**src/rtl/fwam_pkg.sv**
```systemverilog
`default_nettype none

package fwam_pkg;

  localparam int unsigned CMD_W    = 2;
  localparam int unsigned LETTER_W = 5;
  localparam int unsigned LIDX_W   = 6;
  localparam int unsigned LIMIT_W  = 7;

  typedef enum logic [CMD_W-1:0] {
    CMD_CLEAR   = 2'd0,
    CMD_PATTERN = 2'd1,
    CMD_TEXT    = 2'd2
  } cmd_e;

  typedef struct packed {
    logic [CMD_W-1:0]    command;
    logic [LETTER_W-1:0] letter;
  } item_t;

  typedef struct packed {
    logic rejected;
    logic found;
    logic match_here;
  } res_t;

endpackage

`default_nettype wire

```
**src/rtl/fixed_window_anagram_match.sv**
```systemverilog
// Anagram search over a letter stream. Send a clear request (tuser 0), then pattern letters
// (tuser 1), then text letters (tuser 2); letters are 0 for a up to ALPHABET_SIZE-1. Every
// request gives exactly one result: match_here when the last pattern-length text letters are
// a permutation of the pattern, a sticky found flag, and rejected for a pattern letter that
// came with the pattern full, after text, or out of range. One request is taken per clock
// unless the output is stalled; a result leaves through an input register and a result
// register, with the window update, the ring read of the oldest letter and the per-letter
// compare over ALPHABET_SIZE bins all done combinationally between them. The ring of recent
// letters is a RAM whose read is registered and issued from the next state.
`default_nettype none

module fixed_window_anagram_match #(
  parameter int unsigned MAX_PATTERN   = 32,
  parameter int unsigned ALPHABET_SIZE = 26
) (
  input  wire logic       clk_i,
  input  wire logic       rst_ni,
  input  wire logic       s_axis_tvalid,
  output logic            s_axis_tready,
  input  wire logic [7:0] s_axis_tdata,   // letter [4:0]
  input  wire logic [1:0] s_axis_tuser,   // command [1:0]
  output logic            m_axis_tvalid,
  input  wire logic       m_axis_tready,
  output logic [7:0]      m_axis_tdata    // match_here [0], found [1], rejected [2]
);

  logic            in_vld_q, in_vld_d;
  fwam_pkg::item_t in_item_q;
  logic            out_vld_q, out_vld_d;
  fwam_pkg::res_t  out_res_q, res;
  logic            advance, in_fire;

  assign advance       = in_vld_q && (!out_vld_q || m_axis_tready);
  assign s_axis_tready = !in_vld_q || advance;
  assign in_fire       = s_axis_tvalid && s_axis_tready;
  assign in_vld_d      = in_fire || (in_vld_q && !advance);
  assign out_vld_d     = advance || (out_vld_q && !m_axis_tready);

  fwam_core #(
    .MAX_PATTERN   (MAX_PATTERN),
    .ALPHABET_SIZE (ALPHABET_SIZE)
  ) u_core (
    .clk_i  (clk_i),
    .rst_ni (rst_ni),
    .step_i (advance),
    .item_i (in_item_q),
    .res_o  (res)
  );

  always_ff @(posedge clk_i or negedge rst_ni) begin
    if (!rst_ni) begin
      in_vld_q  <= 1'b0;
      out_vld_q <= 1'b0;
    end else begin
      in_vld_q  <= in_vld_d;
      out_vld_q <= out_vld_d;
    end
  end

  always_ff @(posedge clk_i) begin
    if (in_fire) begin
      in_item_q.command <= s_axis_tuser;
      in_item_q.letter  <= s_axis_tdata[fwam_pkg::LETTER_W-1:0];
    end
    if (advance) begin
      out_res_q <= res;
    end
  end

  assign m_axis_tvalid = out_vld_q;
  assign m_axis_tdata  = {5'b0, out_res_q.rejected, out_res_q.found, out_res_q.match_here};

`ifndef SYNTHESIS
  a_match_found: assert property (@(posedge clk_i) disable iff (!rst_ni)
    out_vld_q && out_res_q.match_here |-> out_res_q.found)
    else $error("match without found flag");

  a_match_reject: assert property (@(posedge clk_i) disable iff (!rst_ni)
    out_vld_q |-> !(out_res_q.match_here && out_res_q.rejected))
    else $error("match and reject on one result");

  a_stall_cause: assert property (@(posedge clk_i) disable iff (!rst_ni)
    !s_axis_tready |-> in_vld_q && out_vld_q && !m_axis_tready)
    else $error("input stalled without output back-pressure");
`endif

endmodule

`default_nettype wire

```
**src/rtl/fwam_ram.sv**
```systemverilog
`default_nettype none

module fwam_ram #(
  parameter int unsigned WIDTH = 8,
  parameter int unsigned DEPTH = 32,
  localparam int unsigned ADDR_W = (DEPTH > 1) ? $clog2(DEPTH) : 1
) (
  input  wire logic              clk_i,
  input  wire logic              we_i,
  input  wire logic [ADDR_W-1:0] waddr_i,
  input  wire logic [WIDTH-1:0]  wdata_i,
  input  wire logic [ADDR_W-1:0] raddr_i,
  output logic      [WIDTH-1:0]  rdata_o
);

  logic [WIDTH-1:0] mem_q [DEPTH];
  logic [WIDTH-1:0] rdata_q;

  always_ff @(posedge clk_i) begin
    if (we_i) begin
      mem_q[waddr_i] <= wdata_i;
    end
    rdata_q <= mem_q[raddr_i];
  end

  assign rdata_o = rdata_q;

endmodule

`default_nettype wire

```
**src/rtl/fwam_core.sv**
```systemverilog
`default_nettype none

module fwam_core #(
  parameter int unsigned MAX_PATTERN   = 32,
  parameter int unsigned ALPHABET_SIZE = 26
) (
  input  wire logic           clk_i,
  input  wire logic           rst_ni,
  input  wire logic           step_i,
  input  wire fwam_pkg::item_t item_i,
  output fwam_pkg::res_t      res_o
);

  localparam int unsigned CNT_W = $clog2(MAX_PATTERN + 1);
  localparam int unsigned PTR_W = (MAX_PATTERN > 1) ? $clog2(MAX_PATTERN) : 1;
  localparam int unsigned SUM_W = CNT_W + 1;
  localparam logic [CNT_W-1:0] MAX_CNT = CNT_W'(MAX_PATTERN);
  localparam logic [PTR_W-1:0] PTR_LAST = PTR_W'(MAX_PATTERN - 1);
  localparam logic [SUM_W-1:0] MAX_SUM = SUM_W'(MAX_PATTERN);
  localparam logic [fwam_pkg::LIMIT_W-1:0] ALPHA_LIM =
    fwam_pkg::LIMIT_W'(ALPHABET_SIZE);

  logic [CNT_W-1:0] pcnt_q [ALPHABET_SIZE];
  logic [CNT_W-1:0] pcnt_d [ALPHABET_SIZE];
  logic [CNT_W-1:0] wcnt_q [ALPHABET_SIZE];
  logic [CNT_W-1:0] wcnt_d [ALPHABET_SIZE];
  logic [CNT_W-1:0] plen_q, plen_d;
  logic [CNT_W-1:0] seen_q, seen_d;
  logic [PTR_W-1:0] ptr_q, ptr_d;
  logic             found_q, found_d;
  logic [fwam_pkg::LETTER_W-1:0] last_q, last_d;

  logic is_clear, is_pat, is_text, pat_ok, letter_ok, full, hit, eq_all;
  logic [fwam_pkg::LETTER_W-1:0] old_raw, ram_rdata;
  logic [fwam_pkg::LIDX_W-1:0]   old_idx, cur_idx;
  logic [ALPHABET_SIZE-1:0]      eq_vec;
  logic [CNT_W-1:0] plen_nx;
  logic [PTR_W-1:0] ptr_nx;
  logic [SUM_W-1:0] back_sum, back_wrap;
  logic [PTR_W-1:0] raddr;

  always_comb begin
    is_clear = 1'b0;
    is_pat   = 1'b0;
    is_text  = 1'b0;
    unique case (item_i.command)
      fwam_pkg::CMD_CLEAR:   is_clear = 1'b1;
      fwam_pkg::CMD_PATTERN: is_pat   = 1'b1;
      fwam_pkg::CMD_TEXT:    is_text  = 1'b1;
      default: ;
    endcase
  end

  assign letter_ok = {2'b00, item_i.letter} < ALPHA_LIM;
  assign pat_ok    = is_pat && letter_ok && (plen_q != MAX_CNT) && (seen_q == '0);
  assign full      = seen_q >= plen_q;
  assign cur_idx   = {1'b0, item_i.letter};

  // oldest letter of the window: none yet, the previous letter, or the ring
  always_comb begin
    if (plen_q == '0) begin
      old_raw = item_i.letter;
    end else if (plen_q == CNT_W'(1)) begin
      old_raw = last_q;
    end else begin
      old_raw = ram_rdata;
    end
    if ({2'b00, old_raw} < ALPHA_LIM) begin
      old_idx = {1'b0, old_raw};
    end else begin
      old_idx = '0;
    end
  end

  for (genvar k = 0; k < ALPHABET_SIZE; k++) begin : g_bin
    logic inc_w, dec_w, inc_p;
    assign inc_w = is_text && letter_ok && (cur_idx == fwam_pkg::LIDX_W'(k));
    assign dec_w = is_text && letter_ok && full && (old_idx == fwam_pkg::LIDX_W'(k));
    assign inc_p = pat_ok && (cur_idx == fwam_pkg::LIDX_W'(k));
    assign wcnt_d[k] = is_clear ? '0
                     : CNT_W'(SUM_W'(wcnt_q[k]) + SUM_W'(inc_w) - SUM_W'(dec_w));
    assign pcnt_d[k] = is_clear ? '0 : CNT_W'(SUM_W'(pcnt_q[k]) + SUM_W'(inc_p));
    assign eq_vec[k] = pcnt_q[k] == wcnt_d[k];
  end

  assign eq_all = &eq_vec;

  always_comb begin
    plen_d  = is_clear ? '0 : CNT_W'(SUM_W'(plen_q) + SUM_W'(pat_ok));
    seen_d  = seen_q;
    ptr_d   = ptr_q;
    last_d  = last_q;
    if (is_clear) begin
      seen_d = '0;
      ptr_d  = '0;
    end else if (is_text && letter_ok) begin
      if (seen_q != MAX_CNT) begin
        seen_d = CNT_W'(SUM_W'(seen_q) + SUM_W'(1));
      end
      ptr_d  = (ptr_q == PTR_LAST) ? '0 : PTR_W'(ptr_q + PTR_W'(1));
      last_d = item_i.letter;
    end
    hit     = is_text && letter_ok && (seen_d >= plen_q) && eq_all;
    found_d = is_clear ? 1'b0 : (found_q | hit);
  end

  // ring read for the state the next item will see
  assign plen_nx   = step_i ? plen_d : plen_q;
  assign ptr_nx    = step_i ? ptr_d : ptr_q;
  assign back_sum  = SUM_W'(ptr_nx) + MAX_SUM - SUM_W'(plen_nx);
  assign back_wrap = (back_sum >= MAX_SUM) ? SUM_W'(back_sum - MAX_SUM) : back_sum;
  assign raddr     = PTR_W'(back_wrap);

  fwam_ram #(
    .WIDTH (fwam_pkg::LETTER_W),
    .DEPTH (MAX_PATTERN)
  ) u_ring (
    .clk_i   (clk_i),
    .we_i    (step_i && is_text && letter_ok),
    .waddr_i (ptr_q),
    .wdata_i (item_i.letter),
    .raddr_i (raddr),
    .rdata_o (ram_rdata)
  );

  always_ff @(posedge clk_i or negedge rst_ni) begin
    if (!rst_ni) begin
      for (int k = 0; k < ALPHABET_SIZE; k++) begin
        pcnt_q[k] <= '0;
        wcnt_q[k] <= '0;
      end
      plen_q  <= '0;
      seen_q  <= '0;
      ptr_q   <= '0;
      found_q <= 1'b0;
      last_q  <= '0;
    end else if (step_i) begin
      for (int k = 0; k < ALPHABET_SIZE; k++) begin
        pcnt_q[k] <= pcnt_d[k];
        wcnt_q[k] <= wcnt_d[k];
      end
      plen_q  <= plen_d;
      seen_q  <= seen_d;
      ptr_q   <= ptr_d;
      found_q <= found_d;
      last_q  <= last_d;
    end
  end

  assign res_o.match_here = hit;
  assign res_o.found      = found_d;
  assign res_o.rejected   = is_pat && !pat_ok;

`ifndef SYNTHESIS
  a_seen_range: assert property (@(posedge clk_i) disable iff (!rst_ni)
    seen_q <= MAX_CNT && plen_q <= MAX_CNT)
    else $error("text or pattern count beyond capacity");

  a_clear_found: assert property (@(posedge clk_i) disable iff (!rst_ni)
    step_i && is_clear |=> !found_q && seen_q == '0 && plen_q == '0)
    else $error("clear left search state behind");

  a_pattern_frozen: assert property (@(posedge clk_i) disable iff (!rst_ni)
    seen_q != '0 |=> $stable(plen_q) || $past(step_i && is_clear))
    else $error("pattern grew after text started");
`endif

endmodule

`default_nettype wire
```
**config.mk**
```make
export PLATFORM = sky130hd
export DESIGN_NAME = fixed_window_anagram_match
export DESIGN_NICKNAME = d
export VERILOG_FILES = /design/src/rtl/fwam_pkg.sv /design/src/rtl/fixed_window_anagram_match.sv /design/src/rtl/fwam_ram.sv /design/src/rtl/fwam_core.sv
export SDC_FILE = /design/constraint.sdc
export NUM_CORES = 1
export LEC_CHECK = 0
export ABC_AREA = 1
export BUFFER_PORTS_ARGS = -buffer_cell sky130_fd_sc_hd__clkbuf_2
export CORE_MARGIN = 2
export CORE_UTILIZATION = 60
export CTS_BUF_LIST = sky130_fd_sc_hd__clkbuf_8
export DETAILED_ROUTE_END_ITERATION = 10
export PLACE_DENSITY = 0.77
export SYNTH_ARGS = -nofsm -noshare
export SYNTH_HDL_FRONTEND = slang
export SYNTH_SLANG_ARGS = --single-unit
```
**constraint.sdc**
```tcl
create_clock -name clk_i -period 10.5 [get_ports clk_i]
set_clock_uncertainty 0.2 [all_clocks]
set_input_delay 2.625 -clock clk_i [delete_from_list [all_inputs] [get_ports clk_i]]
set_output_delay 2.625 -clock clk_i [all_outputs]
set_load 0.05 [all_outputs]
```
=== Word level (Yosys, flattened, before mapping) ===
Memory sizes are Yosys's and may differ from the RTL's. A register that Yosys moved wholly into a read port is not among the register bits.
Cells that the tools add are included.

* Flip-flop bits (word level): 347
* Logic and storage cells: 417
* Output and inout bits: 10
* Memories: 1
* Input bits: 14
* RAM bits: 160

{| class="wikitable"
|+ Memory list
! name !! depth !! bits a word !! rd ports !! clocked after memory_dff !! wr ports !! line !! text
|-
| u_core.u_ring.mem_q || 32 || 5 || 1 || 1 || 1 || fwam_ram.sv:16 || <nowiki>logic [WIDTH-1:0] mem_q [DEPTH];</nowiki>
|}

* Multiplexer cells: 71
* Add/subtract/negate cells: 84
* Magnitude comparators: 5
* Reduce and logical (&&, ||, !) cells: 108
* Bitwise operators: 2
* Eq/ne operators: 82

{| class="wikitable"
|+ Operator list
! operator !! number
|-
| $mux W6 || 57
|-
| $add A6 B1 Y6 || 53
|-
| $eq A6 B6 Y1 || 26
|-
| $sub A6 B1 Y6 || 26
|-
| $eq A5 B5 Y1 const B || 21
|-
| $logic_and A1 B1 Y1 || 92
|-
| $eq A5 B4 Y1 const B || 16
|-
| $eq A5 B3 Y1 const B || 8
|-
| $mux W5 || 8
|-
| $reduce_and A26 Y1 || 1
|-
| $logic_not A6 Y1 || 4
|-
| $eq A5 B2 Y1 const B || 4
|-
| $ge A6 B6 Y1 || 2
|-
| $ne A6 B6 Y1 const B || 2
|-
| $eq A5 B1 Y1 const B || 2
|-
| $lt A5 B5 Y1 const B || 2
|-
| $add A5 B6 Y7 const B || 1
|-
| $ge A7 B6 Y1 const B || 1
|-
| $sub A7 B6 Y7 || 1
|-
| $add A6 B1 Y6 const B || 1
|-
| $eq A6 B1 Y1 const B || 1
|-
| $mux W1 || 6
|-
| $add A5 B1 Y5 const B || 1
|-
| $logic_not A1 Y1 || 5
|-
| other kinds (8) || 11
|}

=== Logic depth before layout (Yosys ltp) ===
Gate-level depths: netlist (run 1).

* Depth after elaboration: 14
* Mapped depth: 35
* Gate-level depth less buffers: 35

=== Hierarchy ===
A second synthesis (run 1) with hierarchy kept.

* Cells, all modules: 4261
* Area, all modules: 33146.8 µm²

{| class="wikitable"
|+ Modules (own cells, without submodules)
! module !! area an instance (µm²) !! cells an instance !! seq. area each (µm²) !! times used
|-
| fwam_core || 25913.6 || 3638 || 8383.0 || 1
|-
| fwam_ram || 6796.5 || 595 || 4904.7 || 1
|-
| fixed_window_anagram_match || 436.7 || 28 || 350.3 || 1
|}

=== Worst setup path after synthesis (run 1) ===
No wires, ideal clock.

* Path type: input port to flip-flop
* From: input port m_axis_tready
* To: register u_core.u_ring.rdata_q[0], in the netlist u_core.u_ring.rdata_o[0], read port of u_core.u_ring.mem_q
* Stages: 19
* Arrival time: 5.842 ns
* Setup slack: 4.318 ns
* Cells stage by stage: inv_1 nand2_1 nand2_1 buf_2 clkbuf_1 clkbuf_1 clkbuf_1 nand2_1 nand2_1 ha_1 inv_1 fa_1 clkbuf_1 clkbuf_1 o32ai_1 mux2_2 mux2_2 nor2_1 a31oi_1

{| class="wikitable"
|+ RTL lines
! element !! line !! text
|-
| start: declaration || fixed_window_anagram_match.sv:23 || <nowiki>input wire logic m_axis_tready,</nowiki>
|-
| $logic_or A1 B1 Y1 * || fixed_window_anagram_match.sv:33 || <nowiki>assign advance = in_vld_q && (!out_vld_q || m_axis_tready);</nowiki>
|-
| $logic_and A1 B1 Y1 * || fixed_window_anagram_match.sv:33 ||
|-
| $mux W6 * || fwam_core.sv:108 || <nowiki>assign plen_nx = step_i ? plen_d : plen_q;</nowiki>
|-
| named net u_core.plen_nx[0] || fwam_core.sv:37 || <nowiki>logic [CNT_W-1:0] plen_nx;</nowiki>
|-
| $sub A7 B6 Y7 * || fwam_core.sv:110 || <nowiki>assign back_sum = SUM_W'(ptr_nx) + MAX_SUM - SUM_W'(plen_nx);</nowiki>
|-
| $ge A7 B6 Y1 or $sub A5 B1 Y5 (tied branches) || fwam_core.sv:111 || <nowiki>assign back_wrap = (back_sum >= MAX_SUM) ? SUM_W'(back_sum - MAX_SUM) : back_sum;</nowiki>
|-
| $mux W5 * || fwam_core.sv:111 ||
|-
| end: declaration || fwam_ram.sv:17 || <nowiki>logic [WIDTH-1:0] rdata_q;</nowiki>
|}

Mark *: on every way through the listed nets, which the timed path passes. The rest lies on a longest branch.
A chain may end at the register's enable or synchronous reset.

=== Final worst setup path (run 1) ===
* From: input port m_axis_tready
* To: register u_core.u_ring.rdata_q[0], in the netlist u_core.u_ring.rdata_o[0], read port of u_core.u_ring.mem_q

* Word-level cells in the longest chain between the ends: 7

{| class="wikitable"
|+ Ends and longest elaborated chain
! element !! line !! text
|-
| $logic_or A1 B1 Y1 * || fixed_window_anagram_match.sv:33 ||
|-
| $logic_and A1 B1 Y1 * || fixed_window_anagram_match.sv:33 ||
|-
| $mux W5 * || fwam_core.sv:109 || <nowiki>assign ptr_nx = step_i ? ptr_d : ptr_q;</nowiki>
|-
| named net u_core.ptr_nx[0] || fwam_core.sv:38 || <nowiki>logic [PTR_W-1:0] ptr_nx;</nowiki>
|-
| $add A5 B6 Y7 * || fwam_core.sv:110 ||
|-
| $sub A7 B6 Y7 * || fwam_core.sv:110 ||
|-
| $ge A7 B6 Y1 or $sub A5 B1 Y5 (tied branches) || fwam_core.sv:111 ||
|-
| $mux W5 * || fwam_core.sv:111 ||
|}

Marks and branches as above.

==> flow_metrics.py, run 1 <==
metrics = {
    "yosys": {
        "yosys-top-cells-area": "dfrtp_1 26%, edfxtp_1 16%, nand2_1 11%, ha_1 8.9%, inv_1 6.9%",
        "synthSimpleGateAreaFrac": 0.247,
        "synth_edf_count": 170,
        "synth_compound_area_frac": 0.0958,
        "synthDistinctLibCells": 46,
        "ys_seq_elements": 512,
        "synth_top_family_by_area": "simple AND/OR/NAND/NOR gates",
        "avgSynthCellArea_um2": 7.87,
        "ys_async_sr_fraction": 0.658,
        "synth_cells": 4150,
        "yosysTopAreaCell": "dfrtp_1",
        "synth-main-ff-cell": "dfrtp_1",
        "synth.area.mux_share": 0.00862,
        "yosysTopAreaCellShare": 0.258,
        "synthXorXnorAreaFrac": 0.0354,
        "ys_seq_area_frac": 0.418,
        "synthAdderAreaFrac": 0.106,
        "ys_warn_count": 0,
        "netlist_area_um2": 32700,
    },
    "critical_path": {
        "path_cells": "clkbuf_2 -> inv_1 -> nand2_1 -> nand2_4 -> nor2_4 -> inv_4 -> a21oi_1 -> inv_1 -> o32ai_1 -> inv_1 -> ha_2 -> buf_4 -> inv_2 -> buf_4 -> nor2_1 -> o32ai_1 -> mux2_2 -> mux2_2 -> nor2_1 -> a31oi_1",
        "crit_path_end_kind": "flip-flop",
        "path_buf_inv": 8,
        "worst-setup-path-type": "in -> reg",
        "start_kind": "input port",
        "path_delay_family": "buffers and inverters",
        "crit_arrival_ns": 7.69,
        "cpMostUsedCell": "inv_1",
        "worstPathMaxFanout": 96,
        "crit_path_top_delay_cell": "buf_4",
        "max_stage_delay_ns": 0.59,
        "timing.critical_path.required_ns": 10.93,
    },
    "timing": {
        "rsz0062_at_grt": "false",
        "hold_viol_final": 0,
        "setup_viol": 0,
        "period_minus_slack_ns": 7.26,
        "fin_ws_ns": 3.24,
        "relSlewSlack": 0.193,
        "slew_viol_final": 0,
        "period_share": 0.691,
        "final.setup.tns_ns": 0,
        "worstMarginPinSlew_ns": 1.20,
        "max_freq_mhz": 138,
    },
    "detailed_routing": {
        "drtPass1Iterations": 7,
        "drt_iter0_drc": 2373,
        "drcViolationCount": 0,
        "routed_wl_um": 85500,
        "vias_per_cell": 5.65,
        "vias": 27700,
        "ant_nets": 0,
        "wl_per_cell_um": 17.4,
    },
    "floorplanning": {
        "initial_utilization": 0.607,
        "die_h_um": 237,
        "row_count": 85,
        "core_region_area_um2": 53800,
        "design.die.area_um2": 56300,
        "dieWidth_um": 237,
        "io_pins": 24,
    },
    "final_layout": {
        "fin_nets": 4410,
        "diodes": 0,
        "syn_to_final_growth_pct": 7.23,
        "drive_gt1_frac": 0.0520,
        "final_cells": 4904,
        "n_fill_cell": 4618,
    },
    "clocking": {
        "postCtsSetupRepairBufs": 0,
        "clkLatencyLatePin_ns": 0.76,
        "cts_resized": 0,
        "cts.clk_slew.worst_paths_ns": 0.06,
        "clk_path_buf_depth": 3,
        "cts.htree.levels": 3,
        "numCtsBuffers": 88,
        "clock-sinks": 512,
        "cts-root-buf": "clkbuf_8",
        "cts_tree": "built",
        "ctsHoldBuffers": 0,
    },
    "power_and_ir_drop": {
        "clockPowerShare": 0.200,
        "p_comb_frac": 0.527,
        "peakVddDrop_v": 0.000193,
        "p_seq_frac": 0.273,
        "intPower_mw": 4.98,
        "p_sw_mw": 4.34,
        "cellPowerDensity_nw_per_um2": 266,
        "switching_share": 0.466,
        "leakage_nw": 16.6,
    },
    "placed_design": {
        "port_buffers": 15,
        "place_ws_ns": 2.49,
        "dp.cells": 4742,
        "place.gp.congestion": 0.980,
        "dp_hpwl_um": 59100,
    },
    "global_routing": {
        "grt_overflow": 0,
        "grt_max_degree": 155,
        "grt_pass1_wl_um": 136000,
        "grt_pass1_vias": 26000,
        "antenna_found_initial": 1,
        "grtUsageTotal": 0.307,
    },
    "flow_run": {
        "maxCapViolCount": 0,
    },
    "status": {
        "status": "complete, no violations",
    },
    "worst_hold_path": {
        "hp-class": "reg -> reg",
    },
}
[through the flow]
stage | hold slack, ns | instance area, um2 | total power [mW] | util
finish | 0.286 | 35000 | 9.32 | 0.651
global route | 0.309 | 35000 | 10.1 | 0.651
CTS | 0.288 | 35000 | 9.28 | 0.651
detailed placement | 0.271 | 33200 | 7.39 | 0.617
global placement | 0.265 | 33200 | 7.28 | 0.617
floorplan | 0.249 | 32700 | 6.10 | -
[metal layers]
layer / part of all wire / up-vias / track usage / routed length (um)
met5: 0 / - / 0 / 0
met4: 0.060 / 0 / 0.173 / 5150
met3: 0.068 / 259 / 0.0553 / 5820
met2: 0.45 / 945 / 0.489 / 38600
met1: 0.42 / 12900 / 0.397 / 36000
li1: - / 13600 / - / -
[cells by family after synthesis]
family / after synthesis
AOI/OAI and AO/OA: 557
xor gates and xnor gates: 131
buffers and inverters: 757
and+or+nand+nor: 1907
DFF: 512
other: 1
muxes: 25
adders and majority gates: 260
[cell usage after synthesis, types with 2 or more instances]
| cell type | number |
|---|---|
| nor2_1 | 402 |
| dfxtp_1 | 5 |
| nand4_1 | 115 |
| mux2_2 | 25 |
| o21ai_1 | 3 |
| ha_1 | 233 |
| buf_4 | 15 |
| nor3_1 | 30 |
| nand2_1 | 993 |
| a21oi_1 | 71 |
| o21ai_0 | 324 |
| nor2_2 | 2 |
| dfrtp_1 | 337 |
| edfxtp_1 | 170 |
| buf_6 | 3 |
| a31o_2 | 2 |
| a31oi_1 | 5 |
| o22ai_1 | 94 |
| o32ai_1 | 42 |
| nand3_1 | 314 |
| buf_1 | 7 |
| xor2_1 | 99 |
| fa_1 | 27 |
| a22oi_1 | 2 |
| or2_2 | 9 |
| xnor2_1 | 31 |
| nand2b_1 | 8 |
| buf_2 | 15 |
| nand3b_1 | 31 |
| o211ai_1 | 4 |
| a21boi_0 | 2 |
| clkbuf_1 | 106 |
| o22ai_2 | 2 |
| inv_2 | 7 |
| inv_1 | 602 |
| clkinv_1 | 2 |
| o21a_1 | 2 |
[cells in the final DEF (no fill, tap or decap), types with 11 or more instances in the layout]
master	count
clkbuf_2	14
o22ai_1	94
o21ai_0	324
nor2_1	401
nand3b_1	31
nand2_1	992
dfrtp_1	337
xnor2_1	30
ha_1	232
clkinv_1	11
xor2_1	99
nor3_1	30
fa_1	26
inv_1	631
buf_4	22
clkbuf_8	107
edfxtp_1	170
mux2_2	25
a21oi_1	71
o32ai_1	42
nand4_1	115
nand3_1	314
[power groups by stage]
stage	Clock, mW	Sequential [mW]	Combinational, mW
4_1_cts	1.89	2.54	4.86
2_1_floorplan	0	2.53	3.58
6_report	1.86	2.54	4.91
3_3_place_gp	0	2.57	4.72
5_1_grt	1.98	2.57	5.54
3_5_place_dp	0	2.57	4.82
[path summary, 6_finish.rpt]
check,startpoint,to,slack (ns),cells past startpoint
setup / recovery,m_axis_tready,u_core.u_ring.rdata_o[0],3.24,20
hold / removal,u_core.wcnt_q[108],u_core.wcnt_q[108],0.29,2
setup reg to reg,in_item_q[4],u_core.found_q,4.27,28
hold reg to reg,u_core.wcnt_q[108],u_core.wcnt_q[108],0.29,2
max in group asynchronous,rst_ni,u_core.wcnt_q[29],6.32,3
min in group asynchronous,rst_ni,u_core.wcnt_q[123],1.62,1
[worst register-to-register path, delay by kind of cell (launching register included)]
kind / cells / cell delay [ns]
AOI/OAI and AO/OA: 2 / 0.76
DFF: 1 / 0.35
adders and majority gates: 3 / 0.92
buffers and inverters: 4 / 0.64
and+or+nand+nor: 19 / 3.27
[flip-flops by register name, summed over array words and instances (netlist names), named ones only]
| signal | flops |
|---|---|
| u_core.wcnt_q | 156 |
| m_axis_tdata | 3 |
| u_core.ptr_q | 5 |
| u_core.found_q | 1 |
| u_core.seen_q | 6 |
| in_vld_q | 1 |
| m_axis_tvalid | 1 |
| u_core.plen_q | 5 |
| u_core.u_ring.rdata_o | 5 |
| u_core.last_q | 5 |
| in_item_q | 7 |
| u_core.u_ring.mem_q | 160 |
| u_core.pcnt_q | 156 |
[cell type report]
cell class                 instances  area (um2)  share of cell area
inverter                         611        2300              0.0657
clock inverter                    55         334             0.00954
timing repair buffer              38         270             0.00772
multi-input combinational       2885       16100               0.461
clock buffer                     107        1470              0.0420
sequential                       512       13600               0.389
tap                              696         871              0.0249
(Power assumes the default switching activity.)
==> inputs of run 2 (changes only) <==
PLACE_DENSITY = 0.8   (was 0.77)
clock period = 6.4 ns   (was 10.5 ns; I/O delays follow)
==> run 2 against run 1 <==
Against the previous run: critical endpoint is now m_axis_tdata[1]; hold slack hardly changed; global-route usage rose by 0.088 points; register-to-register slack lost 3.6 ns; total power up 63%; sequential power rose by 64%.
==> flow_metrics.py, run 2 (synthesized netlist as in run 1, its figures left out) <==
metrics = {
    "worst_hold_path": {
        "hold_depth": 2,
        "hp-class": "reg -> reg",
    },
    "timing": {
        "final.setup.tns_ns": 0,
        "hold_viol_final": 0,
        "whs_ns": 0.286,
        "max_freq_mhz": 173,
        "setup_viol": 0,
        "period_share": 0.903,
        "slew_viol_final": 0,
        "relSlewSlack": 0.345,
        "worstMarginPinSlew_ns": 0.982,
        "period_minus_slack_ns": 5.78,
        "rsz0062_at_grt": "false",
    },
    "clocking": {
        "postCtsSetupRepairBufs": 0,
        "numCtsBuffers": 87,
        "ctsHoldBuffers": 0,
        "clk_path_buf_depth": 3,
        "cts.clk_slew.worst_paths_ns": 0.06,
        "clock-sinks": 512,
        "cts_tree": "built",
        "cts_resized": 0,
        "cts.htree.levels": 3,
        "clkLatencyLatePin_ns": 0.72,
        "cts-root-buf": "clkbuf_8",
    },
    "detailed_routing": {
        "ant_nets": 0,
        "vias_per_cell": 5.65,
        "drtPass1Iterations": 6,
        "drcViolationCount": 0,
        "routed_wl_um": 85300,
        "vias": 27800,
        "drt_iter0_drc": 2676,
        "wl_per_cell_um": 17.4,
    },
    "floorplanning": {
        "design.die.area_um2": 56300,
        "io_pins": 24,
        "dieWidth_um": 237,
        "die_h_um": 237,
        "core_region_area_um2": 53800,
        "initial_utilization": 0.607,
        "row_count": 85,
    },
    "final_layout": {
        "fin_nets": 4417,
        "n_fill_cell": 4542,
        "largest_reg_flops": 160,
        "layout_commonest_cell": "nand2_1",
        "reg_top3": "u_core.u_ring.mem_q x160, u_core.pcnt_q x156, u_core.wcnt_q x156",
        "design_area_um2": 35100,
        "layout_common_cells": "992 x nand2_1, 631 x inv_1, 401 x nor2_1",
        "regMostFlops": "u_core.u_ring.mem_q",
        "syn_to_final_growth_pct": 7.38,
        "drive_gt1_frac": 0.0536,
    },
    "power_and_ir_drop": {
        "p_total_mw": 15.2,
        "cellPowerDensity_nw_per_um2": 434,
        "peakVddDrop_v": 0.000272,
        "leakage_nw": 16.7,
    },
    "flow_run": {
        "maxCapViolCount": 0,
    },
    "global_routing": {
        "grt_overflow": 0,
        "grt_pass1_wl_um": 137000,
        "antenna_found_initial": 1,
        "grt_pass1_vias": 26400,
        "grtUsageTotal": 0.308,
        "grt_max_degree": 216,
    },
    "critical_path": {
        "timing.critical_path.required_ns": 6.74,
        "max_stage_delay_ns": 0.41,
        "worstPathMaxFanout": 10,
        "reg2regPathDepth": 31,
        "crit_path_top_delay_cell": "fa_1",
        "start_kind": "flip-flop",
        "worst-setup-path-type": "reg -> reg",
        "crit_arrival_ns": 6.11,
        "crit_path_end_kind": "flip-flop",
    },
    "placed_design": {
        "port_buffers": 15,
        "dp_hpwl_um": 59100,
        "place.gp.congestion": 0.965,
        "placed_area_um2": 33400,
    },
    "status": {
        "status": "complete, no violations",
    },
}
-- run 2: changes by cell type in the layout (fill, tap and decap cells not counted) --
cell	before	now
buf_12	1	7
buf_4	22	24
clkbuf_8	107	103
clkinv_16	1	0
clkinv_2	9	12
clkinv_8	0	1
diode_2	0	1
inv_16	4	0
inv_8	0	4
-- run 2: final timing paths --
check,slack (ns),from,to
min,0.29,u_core.found_q,u_core.found_q
max in group asynchronous,4.16,rst_ni,u_core.wcnt_q[117]
min reg2reg,0.29,u_core.found_q,u_core.found_q
max reg2reg,0.62,u_core.seen_q[0],m_axis_tdata[1]
max,0.62,u_core.seen_q[0],m_axis_tdata[1]
min in group asynchronous,0.80,rst_ni,u_core.wcnt_q[3]
-- run 2: critical path: cells and delay by family (launching register included) --
kind            cells  cell delay (ns)
compound gates      7             1.14
buf+inv             5             0.47
simple gates       15             2.22
flops               1             0.40
fa+ha+maj           4             1.19
-- run 2: final cells by class --
class,count,area [um2],area share
well taps,696,871,0.0248
inverters,611,2300,0.0656
clock buffers,103,1420,0.0404
multi-input cells,2885,16100,0.460
diodes,1,2.50,0.0000714
clock inverters,58,300,0.00856
flip-flops and latches,512,13600,0.389
repair buffers,46,405,0.0116
-- run 2: through the flow --
stage                util  cells  worst slack [ns]
detailed placement  0.620   4750             0.771
finish              0.652   4912             0.624
global placement    0.620   4750             0.864
global route        0.652   4912             0.240
floorplan               -   4154              1.24
CTS                 0.652   4911             0.740
-- run 2: routing by layer --
layer | vias up | wire length [um] | GRT usage
met5 | - | 0 | 0
met4 | 0 | 5070 | 0.177
met3 | 246 | 6640 | 0.0533
met2 | 1020 | 38600 | 0.487
met1 | 12800 | 34900 | 0.401
li1 | 13700 | - | -
-- run 2: where the power goes --
group | total (mW) | leakage, nW | switching [mW] | internal (mW)
combinational | 8.10 | 9.52 | 5.28 | 2.82
sequential | 4.17 | 6.13 | 0.337 | 3.83
clock | 2.94 | 1.00 | 1.46 | 1.49
total | 15.2 | 16.7 | 7.08 | 8.14
